<file path="src/rtl/core/vn_pkg.sv">
// Shared constants and types for the vector normalize block.
package vn_pkg;

    // Lane count and element format
    localparam int VN_LANES = 4;
    localparam int ELEM_W   = 16;

    // Sum of squares and square root widths
    localparam int SUM_W = 2 * ELEM_W - 1 + $clog2(VN_LANES);
    localparam int SQ_W  = SUM_W + (SUM_W % 2);
    localparam int ROOT_W = SQ_W / 2;
    localparam int DIV_W  = ROOT_W + 1;

    // Quotient bits of the per-lane divider (Q1.14 magnitude fits 15 bits)
    localparam int Q_BITS = 15;
    localparam logic [Q_BITS-1:0] Q114_ONE = Q_BITS'(16384);

    // Per-lane sideband packed through the root pipeline
    localparam int LANE_SB_W = ELEM_W + 1;
    localparam int SIDE_W    = VN_LANES * LANE_SB_W + VN_LANES + 1;

    // Latency from accepted start to result strobe
    localparam int LANE_LAT = Q_BITS + 2;
    localparam int VN_LAT   = 1 + (ROOT_W + 1) + LANE_LAT + 1;

    // Configuration register indexes
    localparam logic [1:0] CFG_VEC_LEN = 2'd0;
    localparam logic [1:0] CFG_MIN_LEN = 2'd1;

    // Flags carried alongside the lane dividers
    typedef struct packed {
        logic                short_v;
        logic                last;
        logic [VN_LANES-1:0] mask;
    } t_tag;

endpackage

</file>
<file path="src/rtl/core/vn_lane.sv">
// One normalize lane: pipelined divide of the element by the length.
module vn_lane
    import vn_pkg::*;
#(
    parameter int RW = ROOT_W
) (
    input  logic                     i_clk,
    input  logic [ELEM_W-1:0]        i_abs,
    input  logic                     i_neg,
    input  logic [RW-1:0]            i_len,
    output logic signed [ELEM_W-1:0] o_norm
);

    localparam int DW = RW + 1;

    // q = floor((abs * 2^15 + len) / (2 * len)); the high part seeds the remainder
    logic [DW-1:0]     r_rem [0:Q_BITS];
    logic [Q_BITS-1:0] r_q   [0:Q_BITS];
    logic [Q_BITS-1:0] r_lo  [0:Q_BITS];
    logic [DW-1:0]     r_d   [0:Q_BITS];
    logic              r_neg [0:Q_BITS];
    logic signed [ELEM_W-1:0] r_norm;

    // Seed stage
    always_ff @(posedge i_clk) begin
        r_rem[0] <= DW'(i_abs) + DW'(i_len >> Q_BITS);
        r_lo[0]  <= i_len[Q_BITS-1:0];
        r_q[0]   <= '0;
        r_d[0]   <= {i_len, 1'b0};
        r_neg[0] <= i_neg;
    end

    // Restoring division, one quotient bit per stage
    for (genvar k = 0; k < Q_BITS; k++) begin : g_div
        logic [DW:0] rem_s;
        logic        ge;

        always_comb begin
            rem_s = {r_rem[k], r_lo[k][Q_BITS-1]};
            ge    = (rem_s >= {1'b0, r_d[k]});
        end

        always_ff @(posedge i_clk) begin
            r_rem[k+1] <= ge ? DW'(rem_s - {1'b0, r_d[k]}) : DW'(rem_s);
            r_q[k+1]   <= {r_q[k][Q_BITS-2:0], ge};
            r_lo[k+1]  <= {r_lo[k][Q_BITS-2:0], 1'b0};
            r_d[k+1]   <= r_d[k];
            r_neg[k+1] <= r_neg[k];
        end
    end

    // Clamp to one and restore the sign
    logic [Q_BITS-1:0] q_sat;
    assign q_sat = (r_q[Q_BITS] > Q114_ONE) ? Q114_ONE : r_q[Q_BITS];

    always_ff @(posedge i_clk) begin
        r_norm <= r_neg[Q_BITS] ? -$signed(ELEM_W'(q_sat)) : $signed(ELEM_W'(q_sat));
    end

    assign o_norm = r_norm;

endmodule

</file>
<file path="config.mk">
export PLATFORM = sky130hd
export DESIGN_NAME = vn_lane
export DESIGN_NICKNAME = d
export VERILOG_FILES = /design/src/rtl/core/vn_pkg.sv /design/src/rtl/core/vn_lane.sv
export SDC_FILE = /design/constraint.sdc
export NUM_CORES = 1
export LEC_CHECK = 0
export ABC_AREA = 1
export BUFFER_PORTS_ARGS = -buffer_cell sky130_fd_sc_hd__buf_2
export CAP_MARGIN = 20
export CORE_MARGIN = 5
export CORE_UTILIZATION = 55
export DETAILED_ROUTE_END_ITERATION = 7
export PLACE_DENSITY = 0.71
export SYNTH_ARGS = -nofsm -noshare
export SYNTH_HDL_FRONTEND = slang
export SYNTH_SLANG_ARGS = --single-unit
export TNS_END_PERCENT = 30
</file>
<file path="constraint.sdc">
create_clock -name i_clk -period 2.66 [get_ports i_clk]
set_clock_uncertainty 0.2 [all_clocks]
set_input_delay 0.532 -clock i_clk [delete_from_list [all_inputs] [get_ports i_clk]]
set_output_delay 0.532 -clock i_clk [all_outputs]
set_load 0.005 [all_outputs]
</file>
Word-level counts from Yosys, hierarchy flattened
Memory sizes are Yosys's and may differ from the RTL's.
Index checks and enable logic that the tools add are counted.

cells by class
  add/subtract/negate cells = 17
  order comparisons = 16
  mux-type cells = 17

operator list
  kind                                        number
  >= comparator 19 x 18 -> 1 bit              15
  two-way mux 18 bit                          15
  subtractor 18 bit                           15
  two-way mux 15 bit                          2
  adder 16 x 2 -> 17 bit                      1
  negator 15 -> 16 bit                        1
  > comparator 15 bit, second input constant  1

storage, ports and cells
  register bits after elaboration = 16
  RAM bits = 1072
  bits of input ports = 35
  output and inout bits = 16
  word-level logic and storage cells = 57
  memories kept = 5

memories
  memory  depth  width  rd ports  clocked after memory_dff  write ports  line           source
  r_d     16     18     15        0                         16           vn_lane.sv:20  logic [DW-1:0] r_d [0:Q_BITS];
  r_rem   16     18     15        0                         16           vn_lane.sv:17  logic [DW-1:0] r_rem [0:Q_BITS];
  r_lo    16     15     15        0                         16           vn_lane.sv:19  logic [Q_BITS-1:0] r_lo [0:Q_BITS];
  r_q     16     15     16        0                         16           vn_lane.sv:18  logic [Q_BITS-1:0] r_q [0:Q_BITS];
  r_neg   16     1      16        0                         16           vn_lane.sv:21  logic r_neg [0:Q_BITS];

Longest topological paths before layout
  depth after elaboration = 4
  mapped depth = 13
  mapped depth without buffers = 13

Least setup slack after synthesis
No wires, ideal clock.

  kind = input to register
  start point = in i_abs[0]
  end point = mem r_rem[0][14] (netlist name)
  setup time = 0.118 ns
  data arrival time = 2.068 ns
  slack = 0.274 ns
  stages on the path = 11
  path buffers = 0
  path through = ha_1 -> inv_1 -> fa_1 -> nand3b_1 -> nor2_1 -> nand2_1 -> nor2_2 -> nand3_1 -> nor2_1 -> nand2_1 -> xnor2_1

RTL lines
  item             line           source
  start, declared  vn_lane.sv:8   input logic [ELEM_W-1:0] i_abs,
  end, declared    vn_lane.sv:17

==> results.sh <==
export IMPL_wl_per_cell_um=15.6
export IMPL_grtUsageMet1_pct=33.6
export IMPL_drive_above_1_share_pct=8.29
export IMPL_synth_cells=4020
export IMPL_dp_worst_setup_slack_ps=66.8
export IMPL_stdcell_area_um2=35300
export IMPL_outcome="finished, final reports clean"
export IMPL_setup_ws_ps=101
export IMPL_grt_pass1_wl_um=125000
export IMPL_gp_congestion=0.968
export IMPL_cts_sinks=662
export IMPL_fin_nets=4479
export IMPL_grt_max_degree=29
export IMPL_syn2layout_area_growth_pct=12.2
export IMPL_grt_overflow=0
export IMPL_start_kind="input pin"
export IMPL_hpwl_um=60000
export IMPL_grt_pass1_vias=24200
export IMPL_synth_top_area_share_pct=42.2
export IMPL_drv_slew=0
export IMPL_antenna_left=0
export IMPL_use_met3_pct=3.81
export IMPL_worstPathRequired_ps=2960
export IMPL_multi_input_area_um2=15600
export IMPL_antenna_found_initial=1
export IMPL_seq_area_frac_synth_pct=42.2
export IMPL_async_reset_ff_share_pct=0
export IMPL_synth_main_ff_cell="dfxtp_1"
export IMPL_period_share_pct=96.2
export IMPL_synth_nets=4327
export IMPL_syn_area_um2=31400
export IMPL_h_tree_depth=3
export IMPL_grt_total_usage_pct=24.4
export IMPL_powerDensity_nw_per_um2=1290
export IMPL_routed_wl_um=77600
export IMPL_hold_viol_final=0
export IMPL_io_buffers=50
export IMPL_slew_limit_headroom_pct=54.7
export IMPL_worstMarginPinSlew_ps=672
export IMPL_ios=51
export IMPL_postSynthRegisterBits=662
export IMPL_clkTransAtPathRegs_ps=60
export IMPL_viasPerCell=5.14
export IMPL_cp_end_kind="register"
export IMPL_start_util_pct=55.6
export IMPL_root_buffer="clkbuf_16"
export IMPL_place_area_um2=32600
export IMPL_fill_cells=5008
export IMPL_first_pass_iters=5
export IMPL_leakage_nw=18.6
export IMPL_maxCapViolCount=0
export IMPL_die_h_um=249
export IMPL_netlist_top_cells_area="dfxtp_1, nand2_1, ha_1"
export IMPL_drcViolationCount=0
export IMPL_avgSynthCellArea_um2=7.81
export IMPL_initialDrtViolationCount=1833
export IMPL_grt_setup_unrepaired="false"
export IMPL_regArea_um2=13300
export IMPL_n_antenna_cell=0
export IMPL_fmax_ghz=0.391
export IMPL_setup_violations=0
export IMPL_yosys_area_top_type="dfxtp_1"
export IMPL_die_area_um2=62000
export IMPL_core_area_um2=56500
export IMPL_fin_tns_setup_ps=0
export IMPL_gr_usage_met2_pct=40.2
export IMPL_gr_max_usage_layer="met2"
export IMPL_crit_fanout=3
export IMPL_ir_drop_mv=1.09
export IMPL_synth_edf_count=0
export IMPL_clockBufferDepth=3
export IMPL_cp_arrival_ps=2860
export IMPL_hold_class="in2reg"
export IMPL_vias=25600
export IMPL_rows=87
export IMPL_post_cts_buffers=0
export IMPL_synth_cell_types=50
export IMPL_worstSetupPathType="in2reg"
export IMPL_die_width_um=249
export IMPL_synth_warnings=0
export IMPL_cts_made_buffers=68
export IMPL_fin_crit_ps=2560
export IMPL_clock_latency_ps=610
export IMPL_cts_tree="done"
cell usage in the layout (no fill, tap or decap), types with 24 or more instances in the layout:
| cell type | instances |
|---|---|
| a21o_1 | 51 |
| a21oi_1 | 202 |
| buf_2 | 50 |
| buf_4 | 58 |
| clkbuf_16 | 68 |
| dfxtp_1 | 662 |
| dlygate4sd3_1 | 30 |
| ha_1 | 257 |
| inv_1 | 554 |
| nand2_1 | 1027 |
| nand2_2 | 39 |
| nand3_1 | 459 |
| nand3b_1 | 24 |
| nor2_1 | 233 |
| nor3_1 | 28 |
| o21ai_0 | 92 |
| o21ai_1 | 30 |
| xnor2_1 | 32 |
| xor2_1 | 93 |
cell families (layout without fill, tap and decap cells):
kind of cell | after synthesis | after routing | synth area share [%]
flops | 662 | 662 | 42.2
simple gates | 1882 | 1882 | 26.0
xor+xnor | 125 | 125 | 3.49
fa+ha+maj | 272 | 272 | 11.2
buf+inv | 620 | 821 | 8.19
compound gates | 459 | 459 | 8.95
metal layers:
metal,up-vias,routed length (µm)
met5,-,0
met4,0,2030
met3,137,4320
met2,733,35100
met1,11500,36100
li1,13300,-
synthesized netlist by cell type (all sizes together) (32+ instances only):
library cell  count
xor2             93
dfxtp           662
nand2          1078
buf              55
inv             561
o21ai           136
nor2            238
xnor2            32
a21o             51
nor3             41
nand3           466
a21oi           204
ha              257
stage by stage:
stage / power (mW) / hold slack, ps / cells / utilization (%)
finish: 45.5 / 38.1 / 4977 / 62.4
detailed placement: 35.6 / 112 / 4828 / 57.8
global placement: 35.4 / 110 / 4828 / 57.8
floorplan: 30.4 / 110 / 4020 / -
global route: 49.3 / 5.46 / 4977 / 62.4
CTS: 45.5 / 1.74 / 4977 / 62.3
power breakdown:
group,switching (mW),internal (mW)
logic,12.9,7.90
clock network,3.92,5.76
registers,2.02,13.0
critical path, cell delays in order:
cell and delay (ps):
dlygate4sd3_1 520, buf_2 120, ha_1 180, inv_1 60
fa_1 390, nand3b_1 230, nor2_2 130, nand2_1 90
nor2_2 100, nand3_1 100, buf_4 160, nor4b_1 240
what timing repair did:
action,CTS,global route
setup endpoints to repair,0,64
hold buffers,30,0
hold endpoints to repair,32,0
gates resized for setup,0,11
state kept, by name, summed over array words and instances (netlist names):
| register | flops |
|---|---|
| r_neg | 16 |
| o_norm | 16 |
| r_rem | 269 |
| r_lo | 7 |
| r_d | 234 |
| r_q | 120 |
final cells by class:
class / count / area share (%)
Tap cell: 756 / 2.68
Timing Repair Buffer: 141 / 2.97
Clock buffer: 84 / 5.14
Sequential cell: 662 / 37.6
Multi-Input combinational cell: 2738 / 44.3
Inverter: 561 / 5.97
Clock inverter: 35 / 1.31
path summary, 6_finish.rpt:
path / startpoint / endpoint / slack [ps] / depth (start not counted)
worst max register to register: r_d[0][2] / r_rem[0][30] / 140 / 11
worst min-delay path: i_abs[0] / r_rem[0][0] / 40 / 2
worst min register to register: r_q[13][8] / r_q[14][9] / 120 / 0
worst max-delay path: i_len[15] / r_rem[0][16] / 100 / 12
Note: power is estimated with default switching activity, not from simulation.
