File: src/rtl/core/vn_pkg.sv
// Shared constants and types for the vector normalize block.
package vn_pkg;

    // Lane count and element format
    localparam int VN_LANES = 4;
    localparam int ELEM_W   = 16;

    // Sum of squares and square root widths
    localparam int SUM_W = 2 * ELEM_W - 1 + $clog2(VN_LANES);
    localparam int SQ_W  = SUM_W + (SUM_W % 2);
    localparam int ROOT_W = SQ_W / 2;
    localparam int DIV_W  = ROOT_W + 1;

    // Quotient bits of the per-lane divider (Q1.14 magnitude fits 15 bits)
    localparam int Q_BITS = 15;
    localparam logic [Q_BITS-1:0] Q114_ONE = Q_BITS'(16384);

    // Per-lane sideband packed through the root pipeline
    localparam int LANE_SB_W = ELEM_W + 1;
    localparam int SIDE_W    = VN_LANES * LANE_SB_W + VN_LANES + 1;

    // Latency from accepted start to result strobe
    localparam int LANE_LAT = Q_BITS + 2;
    localparam int VN_LAT   = 1 + (ROOT_W + 1) + LANE_LAT + 1;

    // Configuration register indexes
    localparam logic [1:0] CFG_VEC_LEN = 2'd0;
    localparam logic [1:0] CFG_MIN_LEN = 2'd1;

    // Flags carried alongside the lane dividers
    typedef struct packed {
        logic                short_v;
        logic                last;
        logic [VN_LANES-1:0] mask;
    } t_tag;

endpackage

File: src/rtl/core/vn_sqrt.sv
// Pipelined integer square root, one root bit per stage, with sideband.
module vn_sqrt
    import vn_pkg::*;
#(
    parameter int RAD_W  = SQ_W,
    parameter int SB_W   = SIDE_W
) (
    input  logic                 i_clk,
    input  logic                 i_rst_n,
    input  logic                 i_vld,
    input  logic [RAD_W-1:0]     i_rad,
    input  logic [SB_W-1:0]      i_side,
    output logic                 o_vld,
    output logic [RAD_W/2-1:0]   o_root,
    output logic [SB_W-1:0]      o_side
);

    localparam int RW = RAD_W / 2;

    logic [RAD_W-1:0] r_rad  [0:RW];
    logic [RW+1:0]    r_rem  [0:RW];
    logic [RW-1:0]    r_root [0:RW];
    logic [SB_W-1:0]  r_side [0:RW];
    logic             r_vld  [0:RW];

    // Input stage
    always_ff @(posedge i_clk) begin
        if (!i_rst_n) begin
            r_vld[0] <= 1'b0;
        end else begin
            r_vld[0] <= i_vld;
        end
        r_rad[0]  <= i_rad;
        r_rem[0]  <= '0;
        r_root[0] <= '0;
        r_side[0] <= i_side;
    end

    // One root bit per stage, two radicand bits consumed
    for (genvar k = 0; k < RW; k++) begin : g_step
        logic [RW+1:0] rem_s;
        logic [RW+1:0] trial;
        logic          ge;

        always_comb begin
            rem_s = {r_rem[k][RW-1:0], r_rad[k][RAD_W-1 -: 2]};
            trial = {r_root[k], 2'b01};
            ge    = (rem_s >= trial);
        end

        always_ff @(posedge i_clk) begin
            if (!i_rst_n) begin
                r_vld[k+1] <= 1'b0;
            end else begin
                r_vld[k+1] <= r_vld[k];
            end
            r_rad[k+1]  <= {r_rad[k][RAD_W-3:0], 2'b00};
            r_rem[k+1]  <= ge ? (rem_s - trial) : rem_s;
            r_root[k+1] <= {r_root[k][RW-2:0], ge};
            r_side[k+1] <= r_side[k];
        end
    end

    assign o_vld  = r_vld[RW];
    assign o_root = r_root[RW];
    assign o_side = r_side[RW];

endmodule

File: config.mk
export PLATFORM = sky130hd
export DESIGN_NAME = vn_sqrt
export DESIGN_NICKNAME = d
export VERILOG_FILES = /design/src/rtl/core/vn_pkg.sv /design/src/rtl/core/vn_sqrt.sv
export SDC_FILE = /design/constraint.sdc
export NUM_CORES = 2
export LEC_CHECK = 0
export BUFFER_PORTS_ARGS = -buffer_cell sky130_fd_sc_hd__buf_2
export CORE_UTILIZATION = 53
export CTS_CLUSTER_DIAMETER = 50
export DETAILED_ROUTE_END_ITERATION = 8
export HOLD_SLACK_MARGIN = 0.03
export PLACE_DENSITY = 0.78
export SLEW_MARGIN = 30
export SYNTH_ARGS = -nofsm -noshare
export SYNTH_HDL_FRONTEND = slang
export SYNTH_SLANG_ARGS = --single-unit
File: constraint.sdc
create_clock -name i_clk -period 2.7 [get_ports i_clk]
set_input_delay 0.135 -clock i_clk [delete_from_list [all_inputs] [get_ports i_clk]]
set_output_delay 0.135 -clock i_clk [all_outputs]
set_load 0.01 [all_outputs]
Word level (Yosys, flattened, before mapping)
Memories as Yosys holds them, arrays and structs flattened. Cells that the tools add are included. Widths: inputs -> output; s select.

Memory bits (writable): 2592. Logic and storage cells: 94. ROM bits: 0. Memories kept: 5. Input bits: 110. Output and inout port bits: 91. Register bits after elaboration: 0. Latch bits: 0.

Memory list: r_side (words 18, width 73, read ports 18, clocked after memory_dff 0, write ports 18, line vn_sqrt.sv:23) `logic [SB_W-1:0] r_side [0:RW];`; r_rad (words 18, width 34, read ports 17, clocked after memory_dff 0, write ports 18, line vn_sqrt.sv:20) `logic [RAD_W-1:0] r_rad [0:RW];`; r_rem (words 18, width 19, read ports 17, clocked after memory_dff 0, write ports 18, line vn_sqrt.sv:21) `logic [RW+1:0] r_rem [0:RW];`; r_root (words 18, width 17, read ports 18, clocked after memory_dff 0, write ports 18, line vn_sqrt.sv:22) `logic [RW-1:0] r_root [0:RW];`; r_vld (words 18, width 1, read ports 18, clocked after memory_dff 0, write ports 18, line vn_sqrt.sv:24) `logic r_vld [0:RW];`.

Bitwise operators: 18. Magnitude comparators: 17. Equality and inequality tests: 0. Reduce and logical (&&, ||, !) cells: 0. Mux-type cells: 37. Div/mod/pow operators: 0. $add $sub $neg: 17. Multipliers: 0. Shifts and indexed selects: 0.

Operators by type and width (number): $ge 19x19->1 (17); $mux 19 (17); $sub 19x19->19 (17); $mux 1 (20); $or 1x1->1 (18).

Longest topological paths before layout
An unclocked memory read counts as a cell.

Depth in word-level cells: 3. Mapped depth: 11. Gate-level depth less buffers: 11.

Least setup slack after synthesis
OpenSTA, ideal clock, no wires.

Path kind: register -> register. Start point: memory r_root[15][10] (netlist name). End point: memory r_rem[16][10] (netlist name). Arrival: 2648 ps. Period minus slack after synthesis: 2771 ps. Data required time: 2577 ps. Path buffers: 1. Setup slack: -71 ps. Cell stages (with the launch flop): 11. Setup time: 123 ps. Cell sequence: dfxtp_1 -> inv_1 -> ha_1 -> and3_1 -> nand2_1 -> nor2_1 -> a2111oi_0 -> o41ai_1 -> a311oi_2 -> buf_4 -> mux2_1.

RTL lines (line): start: declaration (vn_sqrt.sv:22); end: declaration (vn_sqrt.sv:21).

==> results.cfg <==
[logic_synthesis]
yosysWarnings = 0
syn_avg_cell_area_um2 = 14.0
synth_cell_types = 74
syn_nets = 3971
async_reset_ff_share_pct = 0
netlist_area_um2 = 51800
ys_ff_latch = 2045
synth_edf_count = 0
synth-main-ff-cell = dfxtp_1
synth_seq_area_share_pct = 79.0
synth_cells = 3691

[floorplanning]
rows = 114
die_area_um2 = 99000
die_width_um = 315
start_util_pct = 53.6
pin_count = 201
core_area_um2 = 96700
die_h_um = 315

[place]
pre_cts_ws_ns = 0.0620
place.gp.congestion = 0.853
hpwlAfterDp_um = 46100
dpl.cell_count = 5171
numPortBuffers = 200

[sta]
setup_viol = 0
hold_violations = 0
final.setup_skew_ns = 0.0437
slew_viol_final = 0
min_period_ns = 2.64
finalCritPeriodShare_pct = 97.6
fin_ws_ns = 0.0645
worstMarginPinSlew_ns = 0.720
fmax_ghz = 0.379
relSlewSlack_pct = 51.6

[final_layout]
multi_input_area_um2 = 10000
fillers = 6657
nets = 4582
synthToLayoutAreaGrowth_pct = 22.7
drive_above_1_share_pct = 13.7
final_cell_count_no_fill = 5733
diodes = 0
ff_latch_area_um2 = 40900

[worst_setup_path]
end_kind = flip-flop
crit_arrival_ns = 3.31
worstPathRequired_ns = 3.37
crit_buf_inv = 1
crit_path_frequent_cell = o21a_1
crit_family = simple AND/OR/NAND/NOR gates
critPathMaxStageDelay_ns = 0.54
slowest_stage = or3b_2
worstPathCellList = inv_1, ha_1, o21a_1, o21a_1, o21ai_1, or3b_2, nor4_1, mux2_2
path_max_fanout = 4
critPathKind = flip-flop to flip-flop
crit_path_start_kind = flip-flop

[route]
drt_iter0_drc = 1101
ant_nets = 0
drt_pass1_iterations = 5
wl_per_cell_um = 14.3
vias_per_cell = 4.59
drc = 0
wirelength_um = 82300
dr_total_vias = 26343

[clock_network]
insertion_delay_ns = 0.78
h-tree-depth = 4
clock-sinks = 2045
clk_path_buf_depth = 3
numCtsBuffers = 187
root_buffer = clkbuf_16
path_clk_slew_ns = 0.09
cts_tree = built

[global_routing]
antenna_found_initial = 0
grt-ovfl-total = 0
grt_pass1_vias = 27729
grt_start_max_net_pins = 23
grt_first_pass_wirelength_um = 132000
grtUsageTotal_pct = 16.7

[worst_hold_path]
hold_class = input port to flip-flop

[power]
irDropWorstVdd_uv = 985
p_leak_nw = 28.5
power_density_nw_per_um2 = 1080

[job]
drv_cap = 0

[status]
outcome = complete, no violations
-- synthesized netlist by cell type, types with 7 or more instances --
cell / number / share of area, %
a211oi_1: 12 / 0.17
a21o_1: 48 / 0.70
a21oi_1: 132 / 1.3
a31oi_1: 10 / 0.12
and2_1: 26 / 0.31
and3_1: 10 / 0.12
clkbuf_1: 27 / 0.20
dfxtp_1: 2045 / 79
ha_1: 170 / 4.1
inv_1: 205 / 1.5
mux2_1: 19 / 0.41
mux2_2: 25 / 0.54
mux2i_1: 8 / 0.15
nand2_1: 118 / 0.86
nand2b_1: 23 / 0.28
nand3_1: 32 / 0.31
nand3b_1: 7 / 0.10
nand4_1: 22 / 0.27
nor2_1: 155 / 1.1
nor2b_1: 21 / 0.25
nor3_1: 42 / 0.41
nor4_1: 29 / 0.35
o211ai_1: 11 / 0.16
o21a_1: 45 / 0.65
o21ai_0: 89 / 0.86
o21ai_1: 14 / 0.14
o21bai_1: 11 / 0.16
o31ai_1: 18 / 0.26
or2_2: 7 / 0.085
or3_1: 26 / 0.31
or4_1: 16 / 0.23
xnor2_1: 93 / 1.6
xor2_1: 85 / 1.4
-- path summary, 6_finish.rpt --
path | cells past startpoint | from | slack, ns | to
max | 8 | r_root[3][0] | 0.06 | r_rem[4][9]
min | 2 | i_side[1] | 0.09 | r_side[0][1]
min reg2reg | 0 | r_side[7][66] | 0.30 | r_side[8][66]
max reg2reg | 8 | r_root[3][0] | 0.06 | r_rem[4][9]
-- registers in the layout, summed over array words and instances (netlist names) --
register	cells
r_rad	306
r_rem	254
r_root	153
r_side	1314
r_vld	18
-- placed cells by master, fill, tap and decap left out, types with 19 or more instances in the layout --
cell type and count:
dfxtp_1 2045, dlygate4sd3_1 217, inv_1 205, buf_2 200
clkbuf_16 189, ha_1 167, nor2_1 155, a21oi_1 130
nand2_1 118, xnor2_1 93, o21ai_0 88, xor2_1 85
a21o_1 48, o21a_1 44, nor3_1 42, clkbuf_8 37
buf_4 33, nand3_1 32, clkbuf_1 31, clkinv_2 30
nor4_1 28, or3_1 26, and2_1 26, mux2_2 25
nand2b_1 23, nand4_1 22, nor2b_1 21, mux2_1 19
bufinv_16 19
-- metal layers --
metal	vias up	wire (µm)	track usage (%)
met3	184	3040	3.66
met4	0	2570	7.78
met5	-	0	0
met2	500	44600	32.1
li1	13409	-	-
met1	12250	32100	16.8
-- area by class of cell --
cell class | count | share of cell area [%]
Sequential cell | 2045 | 64.4
Clock buffer | 257 | 8.43
Multi-Input combinational cell | 1405 | 15.8
Tap cell | 1276 | 2.51
Inverter | 208 | 1.23
Timing Repair Buffer | 455 | 5.54
Clock inverter | 87 | 2.05
-- kinds of logic (layout without fill, tap and decap cells) --
family	count (synthesis)	count (layout)	share of synthesized area, %
fa+ha+maj	170	170	4.11
flops	2045	2045	79.0
other cells	1	1	0.00724
simple gates	553	553	5.35
xor+xnor	178	178	3.01
mux	52	52	1.11
compound gates	451	451	5.61
buf+inv	241	1007	1.77
-- timing repair --
| item | 4_1_cts | 5_1_grt |
|---|---|---|
| endpoints found under the hold margin | 125 | 0 |
| buffers inserted | 0 | 1 |
| resized for setup | 0 | 11 |
| hold buffers | 217 | 0 |
| setup endpoints to repair | 0 | 42 |
-- report_power, final --
group	leakage (nW)	internal [mW]	switching, mW
combinational	8.03	3.25	3.27
sequential	17.2	33.1	1.52
clock	3.24	16.0	11.4
total	28.5	52.3	16.2
-- through the flow --
step,hold WS [ns],utilization [%],setup TNS [ns],instance area [µm²],power (mW)
floorplan,0.163,-,0,51800,39.6
global route,0.0492,65.7,-0.00867,63500,71.6
CTS,0.0322,65.6,0,63500,69.1
global placement,0.237,56.5,0,54700,41.1
finish,0.0875,65.7,0,63500,68.6
detailed placement,0.239,56.5,0,54700,41.4
(Power assumes the default switching activity.)
